$ cat src/sas_pkg.sv
package sas_pkg;

  localparam int unsigned MAX_PATTERN   = 64;
  localparam int unsigned ALPHABET_SIZE = 256;
  localparam int unsigned REQ_W         = 2;
  localparam int unsigned SYMBOL_W      = 8;

  typedef enum logic [REQ_W-1:0] {
    REQ_CLEAR   = 2'd0,
    REQ_PATTERN = 2'd1,
    REQ_TEXT    = 2'd2
  } req_e;

  typedef enum logic [2:0] {
    ST_IDLE,
    ST_PAT_WB,
    ST_LEAVE_RD,
    ST_LEAVE_WB,
    ST_ENTER_WB
  } state_e;

  typedef struct packed {
    logic rd;
    logic wr;
    logic clr;
  } bal_ctl_t;

endpackage

$ cat src/sas_req_if.sv
interface sas_req_if;
  logic                          valid;
  logic                          ready;
  logic [sas_pkg::REQ_W-1:0]     req_type;
  logic [sas_pkg::SYMBOL_W-1:0]  symbol;

  modport source (output valid, output req_type, output symbol, input ready);
  modport sink   (input valid, input req_type, input symbol, output ready);
endinterface

$ cat src/sas_rsp_if.sv
interface sas_rsp_if;
  logic valid;
  logic ready;
  logic window_match;
  logic found;
  logic pattern_overflow;

  modport source (output valid, output window_match, output found,
                  output pattern_overflow, input ready);
  modport sink   (input valid, input window_match, input found,
                  input pattern_overflow, output ready);
endinterface

$ cat src/sas_bal_mem.sv
module sas_bal_mem #(
  parameter int unsigned DEPTH  = sas_pkg::ALPHABET_SIZE,
  parameter int unsigned DATA_W = 8,
  parameter int unsigned ADDR_W = (DEPTH > 1) ? $clog2(DEPTH) : 1
) (
  input  logic              clk_i,
  input  logic              rst_ni,
  input  sas_pkg::bal_ctl_t ctl_i,
  input  logic [ADDR_W-1:0] rd_addr_i,
  input  logic [ADDR_W-1:0] wr_addr_i,
  input  logic [DATA_W-1:0] wr_data_i,
  output logic [DATA_W-1:0] rd_data_o
);

  logic [DATA_W-1:0] mem [DEPTH];
  logic [DEPTH-1:0]  vld_q;
  logic [DATA_W-1:0] rd_q;
  logic              rd_vld_q;

  always_ff @(posedge clk_i) begin
    if (ctl_i.wr) begin
      mem[wr_addr_i] <= wr_data_i;
    end
    if (ctl_i.rd) begin
      rd_q <= mem[rd_addr_i];
    end
  end

  always_ff @(posedge clk_i or negedge rst_ni) begin
    if (!rst_ni) begin
      vld_q    <= '0;
      rd_vld_q <= 1'b0;
    end else begin
      if (ctl_i.clr) begin
        vld_q <= '0;
      end else if (ctl_i.wr) begin
        vld_q[wr_addr_i] <= 1'b1;
      end
      if (ctl_i.rd) begin
        rd_vld_q <= vld_q[rd_addr_i];
      end
    end
  end

  assign rd_data_o = rd_vld_q ? rd_q : '0;

endmodule

$ cat src/sas_win_mem.sv
module sas_win_mem #(
  parameter int unsigned DEPTH  = sas_pkg::MAX_PATTERN,
  parameter int unsigned DATA_W = 8,
  parameter int unsigned ADDR_W = (DEPTH > 1) ? $clog2(DEPTH) : 1
) (
  input  logic              clk_i,
  input  logic              wr_en_i,
  input  logic [ADDR_W-1:0] wr_addr_i,
  input  logic [DATA_W-1:0] wr_data_i,
  input  logic              rd_en_i,
  input  logic [ADDR_W-1:0] rd_addr_i,
  output logic [DATA_W-1:0] rd_data_o
);

  logic [DATA_W-1:0] mem [DEPTH];
  logic [DATA_W-1:0] rd_q;

  always_ff @(posedge clk_i) begin
    if (wr_en_i) begin
      mem[wr_addr_i] <= wr_data_i;
    end
    if (rd_en_i) begin
      rd_q <= mem[rd_addr_i];
    end
  end

  assign rd_data_o = rd_q;

endmodule

$ cat src/sliding_anagram_search.sv
// Clear, ignored or dropped items and text with an empty pattern give their result in the
// cycle after the transfer; a pattern byte or a text byte before the window fills goes
// through ST_PAT_WB or ST_ENTER_WB first; a text byte with a full window goes through
// ST_LEAVE_RD, ST_LEAVE_WB and ST_ENTER_WB (window read, leaving and entering balance
// updates). New items wait for these states and a free result slot. Reset is asynchronous:
// it clears counters, flags and the balance valid bits at once; window bytes are not reset.
module sliding_anagram_search #(
  parameter int unsigned MAX_PATTERN   = sas_pkg::MAX_PATTERN,
  parameter int unsigned ALPHABET_SIZE = sas_pkg::ALPHABET_SIZE
) (
  input  logic             clk_i,
  input  logic             rst_ni,
  sas_req_if.sink          req_i,
  sas_rsp_if.source        rsp_o
);

  localparam int unsigned SYM_W = (ALPHABET_SIZE > 1) ? $clog2(ALPHABET_SIZE) : 1;
  localparam int unsigned PTR_W = (MAX_PATTERN > 1) ? $clog2(MAX_PATTERN) : 1;
  localparam int unsigned LEN_W = $clog2(MAX_PATTERN + 1);
  localparam int unsigned BAL_W = $clog2(MAX_PATTERN + 1) + 1;
  localparam int unsigned NZ_W  = $clog2(ALPHABET_SIZE + 1);
  localparam int unsigned FOLD_MUL = (65536 + ALPHABET_SIZE - 1) / ALPHABET_SIZE;

  sas_pkg::state_e   state_q, state_d;
  logic [SYM_W-1:0]  sym_q, sym_d;
  logic [SYM_W-1:0]  leave_q, leave_d;
  logic              full_q, full_d;
  logic              fwd_q, fwd_d;
  logic [BAL_W-1:0]  fwd_val_q, fwd_val_d;
  logic [NZ_W-1:0]   nz_q, nz_d;
  logic [LEN_W-1:0]  plen_q, plen_d;
  logic [LEN_W-1:0]  tseen_q, tseen_d;
  logic [PTR_W-1:0]  wptr_q, wptr_d;
  logic              found_q, found_d;
  logic              ovf_q, ovf_d;
  logic              rsp_valid_q, rsp_valid_d;
  logic              rsp_match_q, rsp_match_d;
  logic              rsp_found_q, rsp_found_d;
  logic              rsp_ovf_q, rsp_ovf_d;

  sas_pkg::bal_ctl_t bal_ctl;
  logic [SYM_W-1:0]  bal_rd_addr;
  logic [SYM_W-1:0]  bal_wr_addr;
  logic [BAL_W-1:0]  bal_wr_data;
  logic [BAL_W-1:0]  bal_rd_data;
  logic [BAL_W-1:0]  bal_old;
  logic [BAL_W-1:0]  bal_new;

  logic              win_rd_en;
  logic              win_wr_en;
  logic [SYM_W-1:0]  win_rd_data;

  logic              emit;
  logic              match;
  logic [23:0]       fold_prod;
  logic [15:0]       fold_rem;
  logic [SYM_W-1:0]  sym_fold;
  logic [LEN_W-1:0]  wnext;
  logic [LEN_W-1:0]  tseen_inc;

  sas_bal_mem #(
    .DEPTH  (ALPHABET_SIZE),
    .DATA_W (BAL_W),
    .ADDR_W (SYM_W)
  ) u_bal_mem (
    .clk_i     (clk_i),
    .rst_ni    (rst_ni),
    .ctl_i     (bal_ctl),
    .rd_addr_i (bal_rd_addr),
    .wr_addr_i (bal_wr_addr),
    .wr_data_i (bal_wr_data),
    .rd_data_o (bal_rd_data)
  );

  sas_win_mem #(
    .DEPTH  (MAX_PATTERN),
    .DATA_W (SYM_W),
    .ADDR_W (PTR_W)
  ) u_win_mem (
    .clk_i     (clk_i),
    .wr_en_i   (win_wr_en),
    .wr_addr_i (wptr_q),
    .wr_data_i (sym_q),
    .rd_en_i   (win_rd_en),
    .rd_addr_i (wptr_q),
    .rd_data_o (win_rd_data)
  );

  assign fold_prod   = 24'(req_i.symbol) * 24'(FOLD_MUL);
  assign fold_rem    = 16'(req_i.symbol) - 16'(fold_prod[23:16]) * 16'(ALPHABET_SIZE);
  assign sym_fold    = SYM_W'(fold_rem);
  assign req_i.ready = (state_q == sas_pkg::ST_IDLE) && (!rsp_valid_q || rsp_o.ready);
  assign bal_old     = fwd_q ? fwd_val_q : bal_rd_data;
  assign wnext       = LEN_W'(wptr_q) + LEN_W'(1);
  assign tseen_inc   = tseen_q + LEN_W'(1);

  always_comb begin
    state_d     = state_q;
    sym_d       = sym_q;
    leave_d     = leave_q;
    full_d      = full_q;
    fwd_d       = 1'b0;
    fwd_val_d   = fwd_val_q;
    nz_d        = nz_q;
    plen_d      = plen_q;
    tseen_d     = tseen_q;
    wptr_d      = wptr_q;
    found_d     = found_q;
    ovf_d       = ovf_q;
    bal_ctl     = '0;
    bal_rd_addr = sym_q;
    bal_wr_addr = sym_q;
    bal_new     = bal_old;
    win_rd_en   = 1'b0;
    win_wr_en   = 1'b0;
    emit        = 1'b0;
    match       = 1'b0;

    case (state_q)
      sas_pkg::ST_IDLE: begin
        if (req_i.valid && req_i.ready) begin
          sym_d  = sym_fold;
          full_d = (tseen_q >= plen_q);
          case (sas_pkg::req_e'(req_i.req_type))
            sas_pkg::REQ_CLEAR: begin
              nz_d        = '0;
              plen_d      = '0;
              tseen_d     = '0;
              wptr_d      = '0;
              found_d     = 1'b0;
              ovf_d       = 1'b0;
              bal_ctl.clr = 1'b1;
              emit        = 1'b1;
            end
            sas_pkg::REQ_PATTERN: begin
              if (tseen_q != '0) begin
                emit = 1'b1;
              end else if (plen_q >= LEN_W'(MAX_PATTERN)) begin
                ovf_d = 1'b1;
                emit  = 1'b1;
              end else begin
                bal_ctl.rd  = 1'b1;
                bal_rd_addr = sym_fold;
                state_d     = sas_pkg::ST_PAT_WB;
              end
            end
            sas_pkg::REQ_TEXT: begin
              if (plen_q == '0) begin
                match   = 1'b1;
                found_d = 1'b1;
                emit    = 1'b1;
              end else if (tseen_q >= plen_q) begin
                win_rd_en = 1'b1;
                state_d   = sas_pkg::ST_LEAVE_RD;
              end else begin
                bal_ctl.rd  = 1'b1;
                bal_rd_addr = sym_fold;
                state_d     = sas_pkg::ST_ENTER_WB;
              end
            end
            default: begin
              emit = 1'b1;
            end
          endcase
        end
      end
      sas_pkg::ST_PAT_WB: begin
        bal_new     = bal_old - BAL_W'(1);
        bal_ctl.wr  = 1'b1;
        bal_wr_addr = sym_q;
        plen_d      = plen_q + LEN_W'(1);
        emit        = 1'b1;
        state_d     = sas_pkg::ST_IDLE;
      end
      sas_pkg::ST_LEAVE_RD: begin
        leave_d     = win_rd_data;
        bal_ctl.rd  = 1'b1;
        bal_rd_addr = win_rd_data;
        state_d     = sas_pkg::ST_LEAVE_WB;
      end
      sas_pkg::ST_LEAVE_WB: begin
        bal_new     = bal_old - BAL_W'(1);
        bal_ctl.wr  = 1'b1;
        bal_wr_addr = leave_q;
        bal_ctl.rd  = 1'b1;
        bal_rd_addr = sym_q;
        fwd_d       = (sym_q == leave_q);
        fwd_val_d   = bal_new;
        state_d     = sas_pkg::ST_ENTER_WB;
      end
      sas_pkg::ST_ENTER_WB: begin
        bal_new     = bal_old + BAL_W'(1);
        bal_ctl.wr  = 1'b1;
        bal_wr_addr = sym_q;
        win_wr_en   = 1'b1;
        wptr_d      = (wnext >= plen_q) ? '0 : PTR_W'(wnext);
        if (!full_q) begin
          tseen_d = tseen_inc;
        end
        emit    = 1'b1;
        state_d = sas_pkg::ST_IDLE;
      end
      default: begin
        state_d = sas_pkg::ST_IDLE;
      end
    endcase

    if (bal_ctl.wr) begin
      if (bal_old == '0 && bal_new != '0) begin
        nz_d = nz_q + NZ_W'(1);
      end else if (bal_old != '0 && bal_new == '0) begin
        nz_d = nz_q - NZ_W'(1);
      end
    end

    if (state_q == sas_pkg::ST_ENTER_WB) begin
      match = (full_q || (tseen_inc >= plen_q)) && (nz_d == '0);
      if (match) begin
        found_d = 1'b1;
      end
    end

    bal_wr_data = bal_new;

    rsp_valid_d = rsp_valid_q && !rsp_o.ready;
    rsp_match_d = rsp_match_q;
    rsp_found_d = rsp_found_q;
    rsp_ovf_d   = rsp_ovf_q;
    if (emit) begin
      rsp_valid_d = 1'b1;
      rsp_match_d = match;
      rsp_found_d = found_d || (plen_d == '0);
      rsp_ovf_d   = ovf_d;
    end
  end

  always_ff @(posedge clk_i or negedge rst_ni) begin
    if (!rst_ni) begin
      state_q     <= sas_pkg::ST_IDLE;
      fwd_q       <= 1'b0;
      nz_q        <= '0;
      plen_q      <= '0;
      tseen_q     <= '0;
      wptr_q      <= '0;
      found_q     <= 1'b0;
      ovf_q       <= 1'b0;
      rsp_valid_q <= 1'b0;
    end else begin
      state_q     <= state_d;
      fwd_q       <= fwd_d;
      nz_q        <= nz_d;
      plen_q      <= plen_d;
      tseen_q     <= tseen_d;
      wptr_q      <= wptr_d;
      found_q     <= found_d;
      ovf_q       <= ovf_d;
      rsp_valid_q <= rsp_valid_d;
    end
  end

  always_ff @(posedge clk_i) begin
    sym_q       <= sym_d;
    leave_q     <= leave_d;
    full_q      <= full_d;
    fwd_val_q   <= fwd_val_d;
    rsp_match_q <= rsp_match_d;
    rsp_found_q <= rsp_found_d;
    rsp_ovf_q   <= rsp_ovf_d;
  end

  assign rsp_o.valid            = rsp_valid_q;
  assign rsp_o.window_match     = rsp_match_q;
  assign rsp_o.found            = rsp_found_q;
  assign rsp_o.pattern_overflow = rsp_ovf_q;

`ifndef SYNTHESIS
  a_tseen_bounded: assert property (@(posedge clk_i) disable iff (!rst_ni)
    tseen_q <= plen_q)
    else $error("text count exceeds pattern length");

  a_wptr_in_window: assert property (@(posedge clk_i) disable iff (!rst_ni)
    (plen_q == '0) ? (wptr_q == '0) : (LEN_W'(wptr_q) < plen_q))
    else $error("window pointer outside window");

  a_bal_wr_state: assert property (@(posedge clk_i) disable iff (!rst_ni)
    bal_ctl.wr |-> (state_q != sas_pkg::ST_IDLE) && (state_q != sas_pkg::ST_LEAVE_RD))
    else $error("balance write outside update state");

  a_emit_slot_free: assert property (@(posedge clk_i) disable iff (!rst_ni)
    (state_q == sas_pkg::ST_PAT_WB || state_q == sas_pkg::ST_ENTER_WB) |-> !rsp_valid_q)
    else $error("result slot busy at update");
`endif

endmodule

$ cat src/flat_wrapper.sv
// flat-port wrapper written by rule: the top's interface ports become plain ports
module sliding_anagram_search_flat 
#(
  parameter int unsigned MAX_PATTERN   = sas_pkg::MAX_PATTERN,
  parameter int unsigned ALPHABET_SIZE = sas_pkg::ALPHABET_SIZE
)
  (clk_i, rst_ni, req_i_valid, req_i_req_type, req_i_symbol, req_i_ready, rsp_o_valid, rsp_o_window_match, rsp_o_found, rsp_o_pattern_overflow, rsp_o_ready);
  sas_req_if req_i_i ();
  sas_rsp_if rsp_o_i ();
  input  logic clk_i;
  input  logic rst_ni;
  input wire logic [$bits(req_i_i.valid)-1:0] req_i_valid;
  input wire logic [$bits(req_i_i.req_type)-1:0] req_i_req_type;
  input wire logic [$bits(req_i_i.symbol)-1:0] req_i_symbol;
  output wire logic [$bits(req_i_i.ready)-1:0] req_i_ready;
  output wire logic [$bits(rsp_o_i.valid)-1:0] rsp_o_valid;
  output wire logic [$bits(rsp_o_i.window_match)-1:0] rsp_o_window_match;
  output wire logic [$bits(rsp_o_i.found)-1:0] rsp_o_found;
  output wire logic [$bits(rsp_o_i.pattern_overflow)-1:0] rsp_o_pattern_overflow;
  input wire logic [$bits(rsp_o_i.ready)-1:0] rsp_o_ready;
  assign req_i_i.valid = req_i_valid;
  assign req_i_i.req_type = req_i_req_type;
  assign req_i_i.symbol = req_i_symbol;
  assign req_i_ready = req_i_i.ready;
  assign rsp_o_valid = rsp_o_i.valid;
  assign rsp_o_window_match = rsp_o_i.window_match;
  assign rsp_o_found = rsp_o_i.found;
  assign rsp_o_pattern_overflow = rsp_o_i.pattern_overflow;
  assign rsp_o_i.ready = rsp_o_ready;
  sliding_anagram_search #(.MAX_PATTERN(MAX_PATTERN), .ALPHABET_SIZE(ALPHABET_SIZE)) u_core (.clk_i(clk_i), .rst_ni(rst_ni), .req_i(req_i_i), .rsp_o(rsp_o_i));
endmodule
$ cat config.mk
export PLATFORM = sky130hd
export DESIGN_NAME = sliding_anagram_search_flat
export DESIGN_NICKNAME = d
export VERILOG_FILES = /design/src/sas_pkg.sv /design/src/sas_req_if.sv /design/src/sas_rsp_if.sv /design/src/sas_bal_mem.sv /design/src/sas_win_mem.sv /design/src/sliding_anagram_search.sv /design/src/flat_wrapper.sv
export SDC_FILE = /design/constraint.sdc
export NUM_CORES = 2
export LEC_CHECK = 0
export BUFFER_PORTS_ARGS = -buffer_cell sky130_fd_sc_hd__buf_4
export CAP_MARGIN = 10
export CORE_MARGIN = 2
export CORE_UTILIZATION = 30
export DETAILED_ROUTE_END_ITERATION = 8
export PLACE_DENSITY = 0.52
export SYNTH_ARGS = -nofsm -noshare
export SYNTH_HDL_FRONTEND = slang
export SYNTH_SLANG_ARGS = --single-unit
$ cat constraint.sdc
create_clock -name clk_i -period 30.8 [get_ports clk_i]
set_input_delay 4.62 -clock clk_i [delete_from_list [all_inputs] [get_ports clk_i]]
set_output_delay 4.62 -clock clk_i [all_outputs]
set_load 0.05 [all_outputs]
==> flow_metrics.env <==
export IMPL_status="complete, but fails checks"
export IMPL_violations="slew limit"
export IMPL_dr_pass1_iters=6
export IMPL_clk_pin_slew_ns=0.06
export IMPL_fmax_ghz=0.0872
export IMPL_cts_setup_buffers=0
export IMPL_layout_drive_gt1_share_pct=7.82
export IMPL_setup_tns_ns=0
export IMPL_power_internal_uw=8180
export IMPL_place_congestion=0.831
export IMPL_p_leak_uw=0.0462
export IMPL_core_um2=386000
export IMPL_postCtsHoldBufs=0
export IMPL_ys_seq_elements=2897
export IMPL_syn_area_per_cell_um2=13.4
export IMPL_async_flop_share_pct=10.1
export IMPL_r2r_cells=16
export IMPL_initial_core_util_pct=30.2
export IMPL_grt_pass1_vias=70788
export IMPL_swShare_pct=37.6
export IMPL_fin_util_pct=34.4
export IMPL_holdPathEnd="u_core.leave_q[1]"
export IMPL_critPathRequiredTime_ns=31.41
export IMPL_r2r_end="u_core.u_bal_mem.rd_q[3]"
export IMPL_maxCapViolations=0
export IMPL_ant_nets=0
export IMPL_viasPerCell=5.19
export IMPL_grt_pass1_wl_mm=508
export IMPL_clock_latency_ns=0.94
export IMPL_tritoncts="yes"
export IMPL_route_detailed_drc=0
export IMPL_rsz0062_at_grt="false"
export IMPL_hpwl_mm=202
export IMPL_cts_resized=0
export IMPL_max_slew_margin_pct=-9.82
export IMPL_post_route_period_util_pct=37.2
export IMPL_pwr_share_comb_pct=33.6
export IMPL_yosys_area_top_type="edfxtp_1"
export IMPL_seq_area_frac_synth_pct=73.3
export IMPL_gr_usage_all_layers_pct=17.4
export IMPL_cts_buffers_inserted=315
export IMPL_layoutNonFillerInstCount=14066
export IMPL_synthTopCellsByArea="edfxtp_1 (67%), dfrtp_1 (6.3%), nand2_1 (5.4%)"
export IMPL_wl_mm=352
export IMPL_cellPowerDensity_nw_per_um2=98.8
export IMPL_min_path_type="reg2reg"
export IMPL_nets=8674
export IMPL_fp_row_count=228
export IMPL_r2r_start="u_core.state_q[1]"
export IMPL_synthesis_nets=8738
export IMPL_yosys_warnings=0
export IMPL_dieWidth_um=628
export IMPL_grt_max_degree=190
export IMPL_pin_count=19
export IMPL_cp_arrival_ns=12.08
export IMPL_peakVddDrop_v=0.0000910
export IMPL_cp_start_kind="input pin"
export IMPL_dieHeight_um=628
export IMPL_antenna_found_initial=22
export IMPL_worst_pin_slew_ns=1.65
export IMPL_hold_depth=0
export IMPL_path_max_fanout=74
export IMPL_synth_cells=8690
export IMPL_yosys_cell_types_count=79
export IMPL_min_from="u_core.u_win_mem.rd_data_o[1]"
export IMPL_syn_area_um2=117000
export IMPL_cts_max_level=5
export IMPL_synth_edf_count=2604
export IMPL_cts_root_buf="clkbuf_16"
export IMPL_power_switching_uw=4940
export IMPL_dp_slack_ns=18.38
export IMPL_first_iter_violations=7750
export IMPL_clock_skew_ns=0.0821
export IMPL_yosys_area_top_type_share_pct=67.0
export IMPL_grt_ovfl_total=0
export IMPL_hold_violations=0
export IMPL_clockBufferDepth=4
export IMPL_place_inst=13483
export IMPL_rrSetupSlack_ns=22.11
export IMPL_setup_viol=0
export IMPL_whs_ns=0.491
export IMPL_final_min_clock_period_ns=11.47
export IMPL_layout_setup_ws_ns=19.33
export IMPL_criticalPathCategory="in2reg"
export IMPL_seqPwrFrac_pct=38.1
export IMPL_finalMaxSlewViolations=60
export IMPL_dieArea_um2=394000
export IMPL_endpoint_kind="flip-flop"
export IMPL_wire_per_inst_um=25.1
export IMPL_portBuffers=18
export IMPL_area_growth_synth_to_final_pct=13.8
export IMPL_power_share_clock_pct=28.3
export IMPL_ys_flop_type="edfxtp_1"
export IMPL_vias=72968
export IMPL_cts_sinks=2897
[worst max-delay path, cell delays in order]
cell and delay, ns:
buf_4 0.07, nand2b_1 0.12, and4b_1 0.69, nor4b_1 0.48, a32o_1 0.69, a221o_4 0.67, buf_4 0.93, buf_4 0.84
buf_4 0.73, buf_4 0.65, mux2i_1 0.25, mux2i_1 0.09, a32oi_1 0.24, nand3_1 0.18, a22o_1 0.26, o21ai_0 0.20
nand4_1 0.11
[through the flow]
stage / power, uW / area (um2)
2_1_floorplan: 7840 / 117000
3_3_place_gp: 9440 / 123000
3_5_place_dp: 9490 / 123000
4_1_cts: 13200 / 133000
5_1_grt: 13600 / 133000
6_report: 13100 / 133000
[layer usage]
layer / GRT usage (%) / part of all wire [%] / vias up
met2: 28.1 / 47 / 2922
li1: - / - / 32134
met1: 23.7 / 42 / 37239
met4: 6.21 / 3.7 / 8
met5: 0 / 0.015 / -
met3: 2.57 / 7.1 / 665
[layout by cell type (no fill, tap or decap), types with 157 or more instances in the layout]
cell type,count
a22oi_1,173
dfrtp_1,293
mux2i_1,547
nand3_1,924
a32oi_1,192
edfxtp_1,2604
nand2_1,1650
nor2_1,875
clkbuf_16,321
buf_4,157
[how the worst max path moves through the flow]
stage            startpoint                        to  slack [ns]  cells past startpoint
6_report        rsp_o_ready  u_core.u_bal_mem.rd_q[3]       19.33                     17
3_5_place_dp    rsp_o_ready  u_core.u_bal_mem.rd_q[3]       18.38                     17
4_1_cts         rsp_o_ready  u_core.u_bal_mem.rd_q[3]       19.39                     17
2_1_floorplan  u_core.fwd_q        u_core.rsp_o.found       19.84                     18
5_1_grt         rsp_o_ready  u_core.u_bal_mem.rd_q[7]       18.86                     17
3_3_place_gp    rsp_o_ready  u_core.u_bal_mem.rd_q[7]       18.41                     16
[power groups by stage]
stage               Combinational (uW)  Sequential (uW)  Clock [uW]
CTS                               4420             5000        3770
floorplan                         2560             5280           0
detailed placement                4410             5080           0
global placement                  4370             5070           0
global route                      4700             5000        3920
finish                            4410             5000        3710
[cell usage after synthesis (23+ instances only)]
cell type  number
edfxtp_1     2604
nand2_1      1663
nand3_1       924
nor2_1        886
mux2i_1       547
clkbuf_1      312
dfrtp_1       293
a32oi_1       192
a22oi_1       173
buf_2         145
a22o_1        101
a21oi_1        98
buf_1          95
a31oi_1        88
o21ai_0        75
a221oi_1       57
nand4_1        48
and3_1         37
ha_1           34
inv_1          26
nor3_1         23
[cells by family (layout without fill, tap and decap cells)]
kind of cell | Yosys count | in the layout | synth area share, %
simple gates | 3699 | 3699 | 13.4
flops | 2897 | 2897 | 73.3
compound gates | 889 | 889 | 5.72
buf+inv | 582 | 776 | 2.03
mux | 558 | 558 | 4.90
fa+ha+maj | 34 | 34 | 0.365
xor+xnor | 31 | 31 | 0.233
other cells | 0 | 7 | 0
[sequential cells by signal, summed over array words and instances, names as in the netlist, 3 cells and up]
name                        cells
u_core.u_bal_mem.mem         2048
u_core.u_win_mem.mem          512
u_core.u_bal_mem.vld_q        256
u_core.nz_q                     9
u_core.fwd_val_q                8
u_core.leave_q                  8
u_core.sym_q                    8
u_core.u_bal_mem.rd_q           8
u_core.u_win_mem.rd_data_o      8
u_core.plen_q                   7
u_core.tseen_q                  7
u_core.wptr_q                   6
u_core.state_q                  3
[area by class of cell]
type	count	area, um2
flip-flops and latches	2897	85500
well taps	5175	6470
clock buffers	445	8850
multi-input cells	5211	29100
inverters	28	120
fillers	37266	253000
clock inverters	130	1240
diodes	7	17.5
repair buffers	173	1490
No activity file was read; power rests on OpenSTA's default activity.
